File: src/design/pfci_pkg.sv
// Shared types and constants for the paged flash command interface.
// Used by the control block, the word store and the top level; no dependencies.
package pfci_pkg;

	// Bus and array geometry.
	localparam int ADDR_W      = 17;
	localparam int DATA_W      = 16;
	localparam int STORE_WORDS = 131072;
	localparam int STORE_AW    = $clog2(STORE_WORDS);
	localparam int COUNT_W     = 8;
	localparam int TICK_W      = 16;
	localparam int CFG_IDX_W   = 2;

	// Unlock sequence and command words.
	localparam logic [ADDR_W-1:0] UNLOCK_ADDR1 = ADDR_W'(17'h05555);
	localparam logic [ADDR_W-1:0] UNLOCK_ADDR2 = ADDR_W'(17'h02AAA);
	localparam logic [DATA_W-1:0] UNLOCK_DATA1 = 16'hAAAA;
	localparam logic [DATA_W-1:0] UNLOCK_DATA2 = 16'h5555;
	localparam logic [DATA_W-1:0] OP_ID_ENTER  = 16'h9090;
	localparam logic [DATA_W-1:0] OP_ID_EXIT   = 16'hF0F0;
	localparam logic [DATA_W-1:0] OP_PAGE      = 16'hA0A0;
	localparam logic [ADDR_W-1:0] ID_ADDR_VENDOR = '0;
	localparam logic [ADDR_W-1:0] ID_ADDR_DEVICE = ADDR_W'(1);
	localparam logic [TICK_W-1:0] TICK_MAX     = '1;

	// Configuration reset values.
	localparam logic [DATA_W-1:0]  VENDOR_RESET  = 16'hBFBF;
	localparam logic [DATA_W-1:0]  DEVICE_RESET  = 16'h0707;
	localparam logic [COUNT_W-1:0] PAGE_WORDS_RESET   = 8'd128;
	localparam logic [TICK_W-1:0]  PAGE_TIMEOUT_RESET = 16'd100;

	typedef logic [STORE_AW-1:0] store_idx_t;

	typedef enum logic [1:0] {
		CMD_READ  = 2'd0,
		CMD_WRITE = 2'd1,
		CMD_TICK  = 2'd2,
		CMD_NONE  = 2'd3
	} cmd_t;

	typedef enum logic [1:0] {
		MODE_READ = 2'd0,
		MODE_ID   = 2'd1,
		MODE_PAGE = 2'd2
	} mode_t;

	typedef enum logic [1:0] {
		UNLOCK_IDLE = 2'd0,
		UNLOCK_GOT1 = 2'd1,
		UNLOCK_GOT2 = 2'd2
	} unlock_t;

	typedef enum logic [CFG_IDX_W-1:0] {
		REG_VENDOR       = 2'd0,
		REG_DEVICE       = 2'd1,
		REG_PAGE_WORDS   = 2'd2,
		REG_PAGE_TIMEOUT = 2'd3
	} cfg_reg_t;

	// Configuration register set.
	typedef struct packed {
		logic [DATA_W-1:0]  vendor_code;
		logic [DATA_W-1:0]  device_code;
		logic [COUNT_W-1:0] page_words;
		logic [TICK_W-1:0]  page_timeout;
	} cfg_t;

	// One access to the word store.
	typedef struct packed {
		logic              rd_en;
		logic              wr_en;
		store_idx_t        idx;
		logic [DATA_W-1:0] wdata;
	} mem_req_t;

	// Array index: the word address modulo the store depth.
	function automatic store_idx_t store_index(input logic [ADDR_W-1:0] addr);
		return store_idx_t'(addr);
	endfunction

endpackage

File: src/design/pfci_ctrl.sv
// Command decoder, unlock sequencer and page write control of the flash model.
// Depends on pfci_pkg; drives the word store through a request struct.
module pfci_ctrl import pfci_pkg::*; (
	input  logic              clk,
	input  logic              arst_n,
	input  logic              accept,
	input  cmd_t              cmd,
	input  logic [ADDR_W-1:0] word_addr,
	input  logic [DATA_W-1:0] write_word,
	input  cfg_t              cfg,
	input  logic [DATA_W-1:0] mem_rdata,
	output mem_req_t          mem_req,
	output logic              done,
	output logic [DATA_W-1:0] read_word,
	output mode_t             mode_now,
	output logic              stored,
	output logic              page_closed
);

	mode_t              mode_q, mode_d;
	unlock_t            unlock_q, unlock_d;
	logic [COUNT_W-1:0] words_left_q, words_left_d;
	logic [TICK_W-1:0]  idle_q, idle_d;
	logic [TICK_W-1:0]  idle_inc;

	logic               stored_d, closed_d, use_mem_d;
	logic [DATA_W-1:0]  word_d;

	logic               valid_s1;
	logic               stored_s1, closed_s1, use_mem_s1;
	logic [DATA_W-1:0]  word_s1;

	// Control state register.
	always_ff @(posedge clk or negedge arst_n) begin
		if (!arst_n) begin
			mode_q       <= MODE_READ;
			unlock_q     <= UNLOCK_IDLE;
			words_left_q <= '0;
			idle_q       <= '0;
		end else if (accept) begin
			mode_q       <= mode_d;
			unlock_q     <= unlock_d;
			words_left_q <= words_left_d;
			idle_q       <= idle_d;
		end
	end

	assign idle_inc = (idle_q != TICK_MAX) ? idle_q + TICK_W'(1) : idle_q;

	// Next state and result fields for the request at the input.
	always_comb begin
		mode_d       = mode_q;
		unlock_d     = unlock_q;
		words_left_d = words_left_q;
		idle_d       = idle_q;
		stored_d     = 1'b0;
		closed_d     = 1'b0;
		use_mem_d    = 1'b0;
		word_d       = '0;

		mem_req.rd_en = 1'b0;
		mem_req.wr_en = 1'b0;
		mem_req.idx   = store_index(word_addr);
		mem_req.wdata = write_word;

		unique case (cmd)
			CMD_READ: begin
				if (mode_q == MODE_ID && word_addr == ID_ADDR_VENDOR) begin
					word_d = cfg.vendor_code;
				end else if (mode_q == MODE_ID && word_addr == ID_ADDR_DEVICE) begin
					word_d = cfg.device_code;
				end else begin
					use_mem_d     = 1'b1;
					mem_req.rd_en = accept;
				end
			end
			CMD_WRITE: begin
				if (mode_q == MODE_PAGE) begin
					// Page data word: store it and count it off.
					mem_req.wr_en = accept;
					stored_d      = 1'b1;
					idle_d        = '0;
					unlock_d      = UNLOCK_IDLE;
					if (words_left_q <= COUNT_W'(1)) begin
						mode_d       = MODE_READ;
						words_left_d = '0;
						closed_d     = 1'b1;
					end else begin
						words_left_d = words_left_q - COUNT_W'(1);
					end
				end else begin
					unique case (unlock_q)
						UNLOCK_IDLE: begin
							unlock_d = (word_addr == UNLOCK_ADDR1 && write_word == UNLOCK_DATA1)
								? UNLOCK_GOT1 : UNLOCK_IDLE;
						end
						UNLOCK_GOT1: begin
							unlock_d = (word_addr == UNLOCK_ADDR2 && write_word == UNLOCK_DATA2)
								? UNLOCK_GOT2 : UNLOCK_IDLE;
						end
						default: begin
							// Third write of the sequence carries the command.
							unlock_d = UNLOCK_IDLE;
							if (word_addr == UNLOCK_ADDR1) begin
								if (write_word == OP_ID_ENTER) begin
									mode_d = MODE_ID;
								end else if (write_word == OP_ID_EXIT) begin
									mode_d = MODE_READ;
								end else if (write_word == OP_PAGE) begin
									if (cfg.page_words == '0) begin
										closed_d = 1'b1;
									end else begin
										mode_d       = MODE_PAGE;
										words_left_d = cfg.page_words;
										idle_d       = '0;
									end
								end
							end
						end
					endcase
				end
			end
			CMD_TICK: begin
				if (mode_q == MODE_PAGE) begin
					idle_d = idle_inc;
					if (idle_inc >= cfg.page_timeout) begin
						mode_d       = MODE_READ;
						words_left_d = '0;
						idle_d       = '0;
						unlock_d     = UNLOCK_IDLE;
						closed_d     = 1'b1;
					end
				end
			end
			default: begin
			end
		endcase
	end

	// Result strobe.
	always_ff @(posedge clk or negedge arst_n) begin
		if (!arst_n) begin
			valid_s1 <= 1'b0;
		end else begin
			valid_s1 <= accept;
		end
	end

	// Result payload, held alongside the store's registered read data.
	always_ff @(posedge clk) begin
		if (accept) begin
			stored_s1  <= stored_d;
			closed_s1  <= closed_d;
			use_mem_s1 <= use_mem_d;
			word_s1    <= word_d;
		end
	end

	assign done        = valid_s1;
	assign read_word   = use_mem_s1 ? mem_rdata : word_s1;
	assign mode_now    = mode_q;
	assign stored      = stored_s1;
	assign page_closed = closed_s1;

endmodule

File: config.mk
export PLATFORM = sky130hd
export DESIGN_NAME = pfci_ctrl
export DESIGN_NICKNAME = d
export VERILOG_FILES = /design/src/design/pfci_pkg.sv /design/src/design/pfci_ctrl.sv
export SDC_FILE = /design/constraint.sdc
export NUM_CORES = 1
export LEC_CHECK = 0
export ABC_CLOCK_PERIOD_IN_PS = 6400
export BUFFER_PORTS_ARGS = -buffer_cell sky130_fd_sc_hd__buf_2
export CAP_MARGIN = 20
export CORE_AREA = 3 3 102 104
export DETAILED_ROUTE_END_ITERATION = 8
export DIE_AREA = 0 0 105 107
export GPL_TIMING_DRIVEN = 0
export PLACE_DENSITY = 0.74
export SLEW_MARGIN = 20
export SYNTH_ARGS = -nofsm -noshare
export SYNTH_HDL_FRONTEND = slang
export SYNTH_SLANG_ARGS = --single-unit
File: constraint.sdc
create_clock -name clk -period 6.4 [get_ports clk]
set_clock_uncertainty 0.1 [all_clocks]
set_input_delay 1.28 -clock clk [delete_from_list [all_inputs] [get_ports clk]]
set_output_delay 1.28 -clock clk [all_outputs]
set_load 0.02 [all_outputs]
==> results of run 1 <==
## cell type report
type	count	share of cell area, %
Inverter	28	2.11
Multi-Input combinational cell	313	44.0
Buffer	48	6.35
Sequential cell	48	26.0
Clock inverter	3	0.376
Tap cell	133	3.34
Timing Repair Buffer	164	16.5
Clock buffer	5	1.38
## cells in the mapped netlist (3+ instances only)
cell / n / share of area (%)
a211oi_1: 3 / 0.58
a21oi_1: 13 / 1.7
a221o_1: 5 / 1.3
a22o_1: 4 / 0.90
a22oi_1: 4 / 0.77
a31oi_1: 4 / 0.64
a32oi_1: 3 / 0.67
and2_1: 4 / 0.64
and3_1: 8 / 1.3
buf_2: 4 / 0.51
buf_4: 33 / 6.3
clkbuf_1: 9 / 0.86
dfrtp_1: 29 / 19
edfxtp_1: 19 / 15
ha_1: 22 / 7.0
inv_1: 28 / 2.7
mux2_2: 19 / 5.5
mux2i_1: 20 / 5.1
nand2_1: 37 / 3.5
nand2b_1: 5 / 0.80
nand3_1: 12 / 1.5
nand4_1: 10 / 1.6
nor2_1: 40 / 3.8
nor2b_1: 5 / 0.80
nor3_1: 15 / 1.9
nor4_1: 9 / 1.4
o21ai_0: 14 / 1.8
o21bai_1: 6 / 1.2
o31ai_1: 7 / 1.3
o41ai_1: 3 / 0.67
or3_1: 4 / 0.64
xnor2_1: 4 / 0.90
xor2_1: 6 / 1.3
## path summary, 6_finish.rpt
check,end,cells past startpoint
setup / recovery,idle_q[9],16
max in group asynchronous,idle_q[8],1
setup reg to reg,idle_q[9],16
min in group asynchronous,idle_q[1],1
hold reg to reg,idle_q[14],2
hold / removal,idle_q[14],2
## sequential cells by signal (all words and copies together) (netlist names)
signal	count
use_mem_s1	1
stored	1
word_s1	16
page_closed	1
words_left_q	8
done	1
unlock_q	2
mode_now	2
idle_q	16
## power groups by stage
stage / clock network [W] / logic, W / registers (W)
2_1_floorplan: 0 / 0.000300 / 0.000413
3_3_place_gp: 0 / 0.000422 / 0.000415
3_5_place_dp: 0 / 0.000435 / 0.000419
4_1_cts: 0.000191 / 0.000437 / 0.000413
5_1_grt: 0.000203 / 0.000491 / 0.000423
6_report: 0.000191 / 0.000439 / 0.000416
## kinds of logic after synthesis
logic type	Yosys count	synth area share, %
mux	40	11.0
compound gates	75	13.9
xor+xnor	10	2.24
simple gates	166	22.0
flops	48	33.1
fa+ha+maj	22	7.03
buf+inv	76	10.8
## per-layer routing
layer	up-vias	track usage (%)	part of all wire [%]
met3	16	3.61	5.6
met4	0	3.94	1.3
li1	1909	-	-
met1	1859	25.2	44
met2	154	33.8	49
met5	-	0	0
## through the flow
step,hold WS (ps),utilization (%),area [um2],setup WS (ps)
2_1_floorplan,366,-,3910,2620
3_3_place_gp,394,50.8,4900,1860
6_report,426,51.8,4990,1750
5_1_grt,478,51.8,4990,1370
3_5_place_dp,406,50.8,4900,1810
4_1_cts,425,51.8,4990,1780
## critical path, cell delays in order (launching register included)
cell and delay, ps:
dfrtp_1 330, buf_2 180, and3_1 170, buf_2 170
nand4_1 280, nor3_2 580, nor2_1 280, nand2_1 150
xnor2_1 80, ha_1 300, nand2_1 90, nor4_1 360
o21ai_0 280, nand3_1 370, clkbuf_1 460, nor2_1 90
a221o_1 270
==> results.sh, run 1 <==
export IMPL_status="complete, no violations"
export IMPL_final_common_cell="buf_2"
export IMPL_grt_usage_pct=19.4
export IMPL_core_um2=9640
export IMPL_max_slew_margin_pct=53.0
export IMPL_cts_root_buf="clkbuf_8"
export IMPL_hold_violations=0
export IMPL_grt_pass1_wl_um=18100
export IMPL_multi_input_area_um2=2200
export IMPL_synth_enable_flop_cells=19
export IMPL_grt_max_degree=30
export IMPL_p_per_area_nw_per_um2=210
export IMPL_seqCellArea_um2=1300
export IMPL_hold_path_class="reg2reg"
export IMPL_post_cts_setup_buffers=0
export IMPL_final_nets=740
export IMPL_dieArea_um2=11200
export IMPL_fillers=905
export IMPL_rrSetupSlack_ps=1750
export IMPL_place_hpwl_um=9130
export IMPL_worst_slew_pin_slew_ps=705
export IMPL_ys_seq_area_share_pct=33.1
export IMPL_cp_max_fo=10
export IMPL_drtIter0Drc=324
export IMPL_postSynthNetCount=569
export IMPL_cts_made_buffers=5
export IMPL_path_clk_slew_ps=100
export IMPL_final_antenna_net_count=0
export IMPL_ys_warn_count=0
export IMPL_async_flop_share_pct=60.4
export IMPL_worstHoldStart="idle_q[14]"
export IMPL_start_kind="flop"
export IMPL_rr_startpoint="idle_q[4]"
export IMPL_postRouteWirelength_um=11400
export IMPL_cp_required_ps=6500
export IMPL_finalMaxSlewViolations=0
export IMPL_crit_type="reg2reg"
export IMPL_instances_no_fill=742
export IMPL_ctsHoldBuffers=0
export IMPL_vdd_drop_max_mv=0.114
export IMPL_post_route_period_util_pct=72.7
export IMPL_gp_congestion=0.883
export IMPL_drc=0
export IMPL_timing_fmax_ghz=0.215
export IMPL_portBuffers=164
export IMPL_synth_area_um2=3910
export IMPL_p_clk_share_pct=18.2
export IMPL_yosys_register_bits=48
export IMPL_combPwrFrac_pct=42.0
export IMPL_cts_tree="done"
export IMPL_setup_violations_final=0
export IMPL_cts_resized=0
export IMPL_htree_levels=2
export IMPL_vias=3938
export IMPL_pwr_share_seq_pct=39.7
export IMPL_max_cap_viol_count=0
export IMPL_internal_power_w=0.000632
export IMPL_crit_start="idle_q[4]"
export IMPL_syn_avg_cell_area_um2=8.96
export IMPL_cp_arrival_ps=4750
export IMPL_ios=166
export IMPL_min_period_ps=4650
export IMPL_grt_pass1_vias=3842
export IMPL_netlist_instances=437
export IMPL_total_power_w=0.00105
export IMPL_place_inst=734
export IMPL_crit_path_end_kind="flop"
export IMPL_rows=36
export IMPL_post_drt_wl_per_cell_um=15.3
export IMPL_die_w_um=105
export IMPL_clkLatencyLatePin_ps=310
export IMPL_setup_tns_ps=0
export IMPL_ys_types=56
export IMPL_synthFlopType="dfrtp_1"
export IMPL_fp_dieH_um=107
export IMPL_grt_antenna_before_repair=0
export IMPL_grt_overflow=0
export IMPL_dr_pass1_iters=5
export IMPL_area_delta_synth_final_pct=27.5
export IMPL_rsz0062_at_grt="false"
export IMPL_drive_above_1_share_pct=38.8
export IMPL_final_cell_mix="168 x buf_2, 40 x nor2_1, 37 x nand2_1"
export IMPL_p_sw_share_pct=39.6
export IMPL_vias_per_cell=5.31
export IMPL_antenna_cells=0
export IMPL_cts_buffer_depth=2
export IMPL_clock_sinks=48
export IMPL_power_switching_w=0.000414
export IMPL_start_util_pct=40.6
export IMPL_p_leak_nw=2.48
No activity file was read; power rests on OpenSTA's default activity.
==> run 2: changes to the inputs <==
ABC_AREA = 1   (was not set)
ABC_CLOCK_PERIOD_IN_PS = 3850   (was 6400)
CORE_AREA = 3 3 105 107   (was 3 3 102 104)
DIE_AREA = 0 0 108 110   (was 0 0 105 107)
PLACE_DENSITY = 0.76   (was 0.74)
clock period = 3.85 ns   (was 6.4 ns; I/O delays follow)
==> results.sh, run 2 <==
export IMPL_status="complete, no violations"
export IMPL_htree_levels=2
export IMPL_p_per_area_nw_per_um2=310
export IMPL_area_delta_synth_final_pct=26.3
export IMPL_clock_sinks=48
export IMPL_start_kind="flop"
export IMPL_combPwrFrac_pct=40.7
export IMPL_cp_max_fo=10
export IMPL_internal_power_w=0.000986
export IMPL_synth_top_cell_by_area="dfrtp_1"
export IMPL_worst_path_most_repeated_cell="nand2_1"
export IMPL_reg_top3="idle_q: 16 flops, word_s1: 16 flops, words_left_q: 8 flops"
export IMPL_grt_overflow=0
export IMPL_cp_required_ps=3980
export IMPL_cts_tree="done"
export IMPL_yosys_register_bits=48
export IMPL_seqCellArea_um2=1300
export IMPL_multi_input_area_um2=2290
export IMPL_p_clk_share_pct=19.0
export IMPL_timing_fmax_ghz=0.313
export IMPL_ys_warn_count=0
export IMPL_synthFlopType="dfrtp_1"
export IMPL_grt_max_degree=30
export IMPL_dieArea_um2=11900
export IMPL_final_core_util_pct=50.7
export IMPL_drc=0
export IMPL_cp_num_buf_inv=2
export IMPL_cp_arrival_ps=3330
export IMPL_crit_chain="ha_1 > nand2_1 > nor2_4 > inv_2 > nor3_2 > nand4_1 > nand4_1 > nand2_1 > ha_1 > nand4_1 > nor3_1 > nand2_1 > nand2_1 > nand2_1 > nand2_1 > buf_2 > nand4_1 > nand2_1"
export IMPL_place_hpwl_um=8650
export IMPL_grt_pass1_wl_um=17100
export IMPL_rows=37
export IMPL_ys_seq_area_share_pct=31.6
export IMPL_pwr_share_seq_pct=40.3
export IMPL_final_cell_mix="170 x nand2_1, 170 x buf_2, 57 x nor2_1"
export IMPL_fp_dieH_um=110
export IMPL_synth_enable_flop_cells=19
export IMPL_gp_congestion=0.891
export IMPL_synth_area_um2=4100
export IMPL_slowest_stage="dfrtp_1"
export IMPL_syn_avg_cell_area_um2=7.31
export IMPL_clkLatencyLatePin_ps=300
export IMPL_p_leak_nw=2.78
export IMPL_setup_tns_ps=0
export IMPL_netlist_instances=561
export IMPL_rr_startpoint="idle_q[0]"
export IMPL_hold_path_class="in2async"
export IMPL_setup_violations_final=0
export IMPL_path_clk_slew_ps=100
export IMPL_start_util_pct=40.1
export IMPL_cpPeakStageDelay_ps=400
export IMPL_core_um2=10200
export IMPL_hold_violations=0
export IMPL_fillers=1071
export IMPL_ios=166
export IMPL_yosys_top_cells_count="170 x nand2_1, 57 x nor2_1, 55 x inv_1"
export IMPL_drive_above_1_share_pct=34.1
export IMPL_power_switching_w=0.000621
export IMPL_worst_slew_pin_slew_ps=693
export IMPL_cts_resized=0
export IMPL_final_antenna_net_count=0
export IMPL_crit_path_end_kind="flop"
export IMPL_ff2ff_path_depth=18
export IMPL_yosysMostFrequentCell="nand2_1"
export IMPL_rsz0062_at_grt="false"
export IMPL_max_slew_margin_pct=53.8
export IMPL_r2r_end="mode_now[0]"
export IMPL_finalMaxSlewViolations=0
export IMPL_cts_root_buf="clkbuf_8"
export IMPL_vias=4084
export IMPL_vdd_drop_max_mv=0.170
export IMPL_postRouteWirelength_um=10500
export IMPL_async_flop_share_pct=60.4
export IMPL_rrSetupSlack_ps=660
export IMPL_grt_pass1_vias=3866
export IMPL_min_period_ps=3190
export IMPL_final_nets=865
export IMPL_max_cap_viol_count=0
export IMPL_ctsHoldBuffers=0
export IMPL_die_w_um=108
export IMPL_grt_antenna_before_repair=0
export IMPL_cts_made_buffers=5
export IMPL_vias_per_cell=4.69
export IMPL_crit_type="reg2reg"
export IMPL_path_delay_family="simple AND/OR/NAND/NOR gates"
export IMPL_post_drt_wl_per_cell_um=12.1
export IMPL_postSynthNetCount=693
export IMPL_dr_pass1_iters=6
export IMPL_drtIter0Drc=129
export IMPL_grt_usage_pct=17.6
export IMPL_cts_buffer_depth=2
export IMPL_post_route_period_util_pct=83.0
export IMPL_synth_top_area_share_pct=17.7
export IMPL_post_cts_setup_buffers=0
export IMPL_synthTopCellsByArea="dfrtp_1 18%, nand2_1 16%, edfxtp_1 14%, ha_1 6.7%, buf_4 6.0%"
export IMPL_ys_types=36
export IMPL_p_sw_share_pct=38.7
export IMPL_portBuffers=165
export IMPL_antenna_cells=0
==> run 2: changes by cell type in the layout (fill, tap and decap cells not counted), moves of 6 or more <==
cell	delta
a22o_1	+12
a21oi_1	-6
inv_1	+27
o21bai_1	-6
mux2i_1	-19
nand4_1	+10
o31ai_1	-7
and3_1	-7
nand3_1	+21
nand2_1	+133
nor2_1	+17
==> run 2: through the flow <==
| stage | hold WS (ps) | setup WS [ps] | instances | cell area, um2 | power (W) |
|---|---|---|---|---|---|
| 2_1_floorplan | 371 | 1180 | 561 | 4100 | 0.00111 |
| 3_3_place_gp | 392 | 713 | 862 | 5100 | 0.00130 |
| 3_5_place_dp | 394 | 688 | 862 | 5100 | 0.00131 |
| 4_1_cts | 416 | 686 | 870 | 5180 | 0.00162 |
| 5_1_grt | 445 | 265 | 870 | 5180 | 0.00173 |
| 6_report | 397 | 656 | 870 | 5180 | 0.00161 |
==> run 2: how the worst max path moves through the flow <==
stage,slack (ps),startpoint,cells after the start,end
final,660,idle_q[0],18,mode_now[0]
after detailed placement,690,idle_q[0],17,words_left_q[4]
after floorplan,1180,idle_q[0],17,words_left_q[7]
after CTS,690,idle_q[0],17,mode_now[0]
after global placement,710,idle_q[0],21,words_left_q[3]
after global routing,260,idle_q[1],17,words_left_q[2]
==> run 2: cell type report <==
type                       count  share of cell area, %
buffer                        42                   5.70
clock buffer                   6                   1.40
clock inverter                 2                  0.241
inverter                      60                   4.34
multi-input combinational    411                   44.1
sequential                    48                   25.0
tap                          136                   3.28
timing repair buffer         165                   15.9
==> run 2: power groups by stage <==
stage | clock network [W] | registers (W) | logic, W
6_report | 0.000305 | 0.000647 | 0.000654
5_1_grt | 0.000330 | 0.000657 | 0.000744
4_1_cts | 0.000317 | 0.000646 | 0.000659
3_5_place_dp | 0 | 0.000656 | 0.000658
3_3_place_gp | 0 | 0.000656 | 0.000647
2_1_floorplan | 0 | 0.000653 | 0.000458
==> run 2: routing by layer <==
| metal | global-route usage, % | vias to the layer above | share of wire (%) |
|---|---|---|---|
| li1 | - | 2155 | - |
| met5 | 0 | - | 0 |
| met3 | 3.26 | 6 | 5.6 |
| met2 | 31.8 | 108 | 50 |
| met1 | 22.0 | 1815 | 44 |
| met4 | 3.61 | 0 | 0.78 |
==> run 2: kinds of logic (layout without fill, tap and decap cells) <==
family | count (synthesis) | after routing | synth area share (%)
buf+inv | 102 | 275 | 12.7
compound gates | 37 | 37 | 6.53
mux | 17 | 17 | 4.64
flops | 48 | 48 | 31.6
fa+ha+maj | 22 | 22 | 6.71
xor+xnor | 15 | 15 | 3.20
simple gates | 320 | 320 | 34.6
==> run 2: worst reg2reg max path: cells and delay by family (launching register included) <==
kind                     cells  cell delay [ps]
adder cells (fa/ha/maj)      2              470
buffers and inverters        2              300
flip-flops                   1              400
AND/OR/NAND/NOR             14             1860
==> run 3: changes to the inputs <==
ABC_CLOCK_PERIOD_IN_PS = 3090   (was 3850)
PLACE_DENSITY = 0.73   (was 0.76)
clock period = 3.09 ns   (was 3.85 ns; I/O delays follow)
==> results.sh, run 3 (synthesis results as in run 2) <==
export IMPL_status="complete, no violations"
export IMPL_fillers=991
export IMPL_grt_max_degree=30
export IMPL_whs_ps=241
export IMPL_vias=4268
export IMPL_total_power_w=0.00204
export IMPL_final_antenna_net_count=0
export IMPL_cp_required_ps=3230
export IMPL_max_slew_margin_pct=54.5
export IMPL_min_period_ps=3010
export IMPL_gp_congestion=0.884
export IMPL_post_route_period_util_pct=97.4
export IMPL_worst_slack_ps=79.6
export IMPL_dr_pass1_iters=4
export IMPL_cts_buffer_depth=2
export IMPL_cts_made_buffers=5
export IMPL_area_delta_synth_final_pct=31.4
export IMPL_drtIter0Drc=150
export IMPL_p_per_area_nw_per_um2=379
export IMPL_final_cell_mix="168 x buf_2, 156 x nand2_1, 57 x nor2_1"
export IMPL_drc=0
export IMPL_crit_type="reg2reg"
export IMPL_portBuffers=165
export IMPL_timing_fmax_ghz=0.332
export IMPL_rsz0062_at_grt="true"
export IMPL_htree_levels=2
export IMPL_worst_slew_pin_slew_ps=683
export IMPL_rows=37
export IMPL_cts_tree="done"
export IMPL_grt_overflow=0
export IMPL_design_area_um2=5390
export IMPL_core_um2=10200
export IMPL_final_core_util_pct=52.7
export IMPL_dieArea_um2=11900
export IMPL_max_cap_viol_count=0
export IMPL_final_common_cell="buf_2"
export IMPL_path_delay_family="simple AND/OR/NAND/NOR gates"
export IMPL_ctsHoldBuffers=0
export IMPL_final_nets=873
export IMPL_hold_violations=0
export IMPL_reg_top3="idle_q: 16 flops, word_s1: 16 flops, words_left_q: 8 flops"
export IMPL_fp_dieH_um=110
export IMPL_cts_root_buf="clkbuf_8"
export IMPL_p_leak_nw=2.88
export IMPL_grt_pass1_wl_um=17800
export IMPL_drive_above_1_share_pct=38.7
export IMPL_start_util_pct=40.1
export IMPL_path_clk_slew_ps=100
export IMPL_cpPeakStageDelay_ps=400
export IMPL_grt_antenna_before_repair=0
export IMPL_clkLatencyLatePin_ps=300
export IMPL_grt_pass1_vias=4146
export IMPL_cp_max_fo=7
export IMPL_pre_cts_ws_ps=-101
export IMPL_crit_path_end_kind="flop"
export IMPL_antenna_cells=0
export IMPL_cp_num_buf_inv=2
export IMPL_crit_chain="ha_2 > nand2_2 > nor2_4 > inv_2 > nor3_4 > nand4_1 > nand3_1 > ha_1 > a21oi_1 > o21ai_0 > a21oi_2 > nand3_2 > nor2_4 > buf_6 > nand2_1 > nand2_1"
export IMPL_post_drt_wl_per_cell_um=12.8
export IMPL_grt_usage_pct=18.1
export IMPL_crit_cells=16
export IMPL_hold_path_class="in2async"
export IMPL_cp_arrival_ps=3150
export IMPL_setup_violations_final=0
export IMPL_clock_sinks=48
export IMPL_postRouteWirelength_um=11300
export IMPL_dpl_cell_area_um2=5100
export IMPL_ios=166
export IMPL_vias_per_cell=4.86
export IMPL_ff2ff_path_depth=16
export IMPL_place_hpwl_um=9000
export IMPL_die_w_um=108
export IMPL_slowest_stage="dfrtp_1"
export IMPL_start_kind="flop"
export IMPL_vdd_drop_max_mv=0.226
export IMPL_finalMaxSlewViolations=0
## run 3: repair_timing
| action | 4_1_cts | 5_1_grt |
|---|---|---|
| pin swaps | 3 | 13 |
| gates cloned | 0 | 2 |
| buffers inserted | 0 | 6 |
| resized for setup | 6 | 36 |
| endpoints found under the setup margin | 20 | 29 |
## run 3: worst reg2reg max path: stages (launching register included)
cell and delay, ps:
dfrtp_1 400, ha_2 210, nand2_2 70, nor2_4 170, inv_2 60, nor3_4 170
nand4_1 230, nand3_1 190, ha_1 260, a21oi_1 140, o21ai_0 100, a21oi_2 210
nand3_2 130, nor2_4 240, buf_6 160, nand2_1 60, nand2_1 60
## run 3: per-stage QoR
step	setup TNS, ps	instances
4_1_cts	0	870
3_3_place_gp	-353	862
3_5_place_dp	-1390	862
2_1_floorplan	0	561
5_1_grt	-2180	878
6_report	0	878
## run 3: routing by layer
layer | global-route usage [%] | part of all wire [%] | up-vias
met4 | 4.15 | 0.39 | 0
met1 | 20.7 | 41 | 1980
met2 | 35.1 | 53 | 116
li1 | - | - | 2168
met3 | 3.09 | 5.6 | 4
met5 | 0 | 0 | -
## run 3: final cells by class
class / count / area (um2) / share of cell area [%]
buffer: 42 / 304 / 5.64
clock buffer: 5 / 68.8 / 1.28
clock inverter: 3 / 17.5 / 0.325
inverter: 60 / 225 / 4.18
multi-input combinational: 411 / 2420 / 44.8
sequential: 48 / 1300 / 24.0
tap: 136 / 170 / 3.16
timing repair buffer: 173 / 893 / 16.6
## run 3: final timing paths
path                            from          end  slack (ps)
hold reg to reg            idle_q[9]    idle_q[9]         420
hold / removal                arst_n    idle_q[7]         240
setup / recovery           idle_q[1]   idle_q[13]          80
max in group asynchronous     arst_n  mode_now[1]        2200
setup reg to reg           idle_q[1]   idle_q[13]          80
min in group clk           idle_q[9]    idle_q[9]         420
## run 3: where the power goes
group	total, W	internal (W)	leakage, nW	switching (W)
clock	0.000382	0.000159	0.0460	0.000223
sequential	0.000810	0.000735	0.588	0.0000758
combinational	0.000853	0.000350	2.25	0.000503
total	0.00204	0.00124	2.88	0.000801
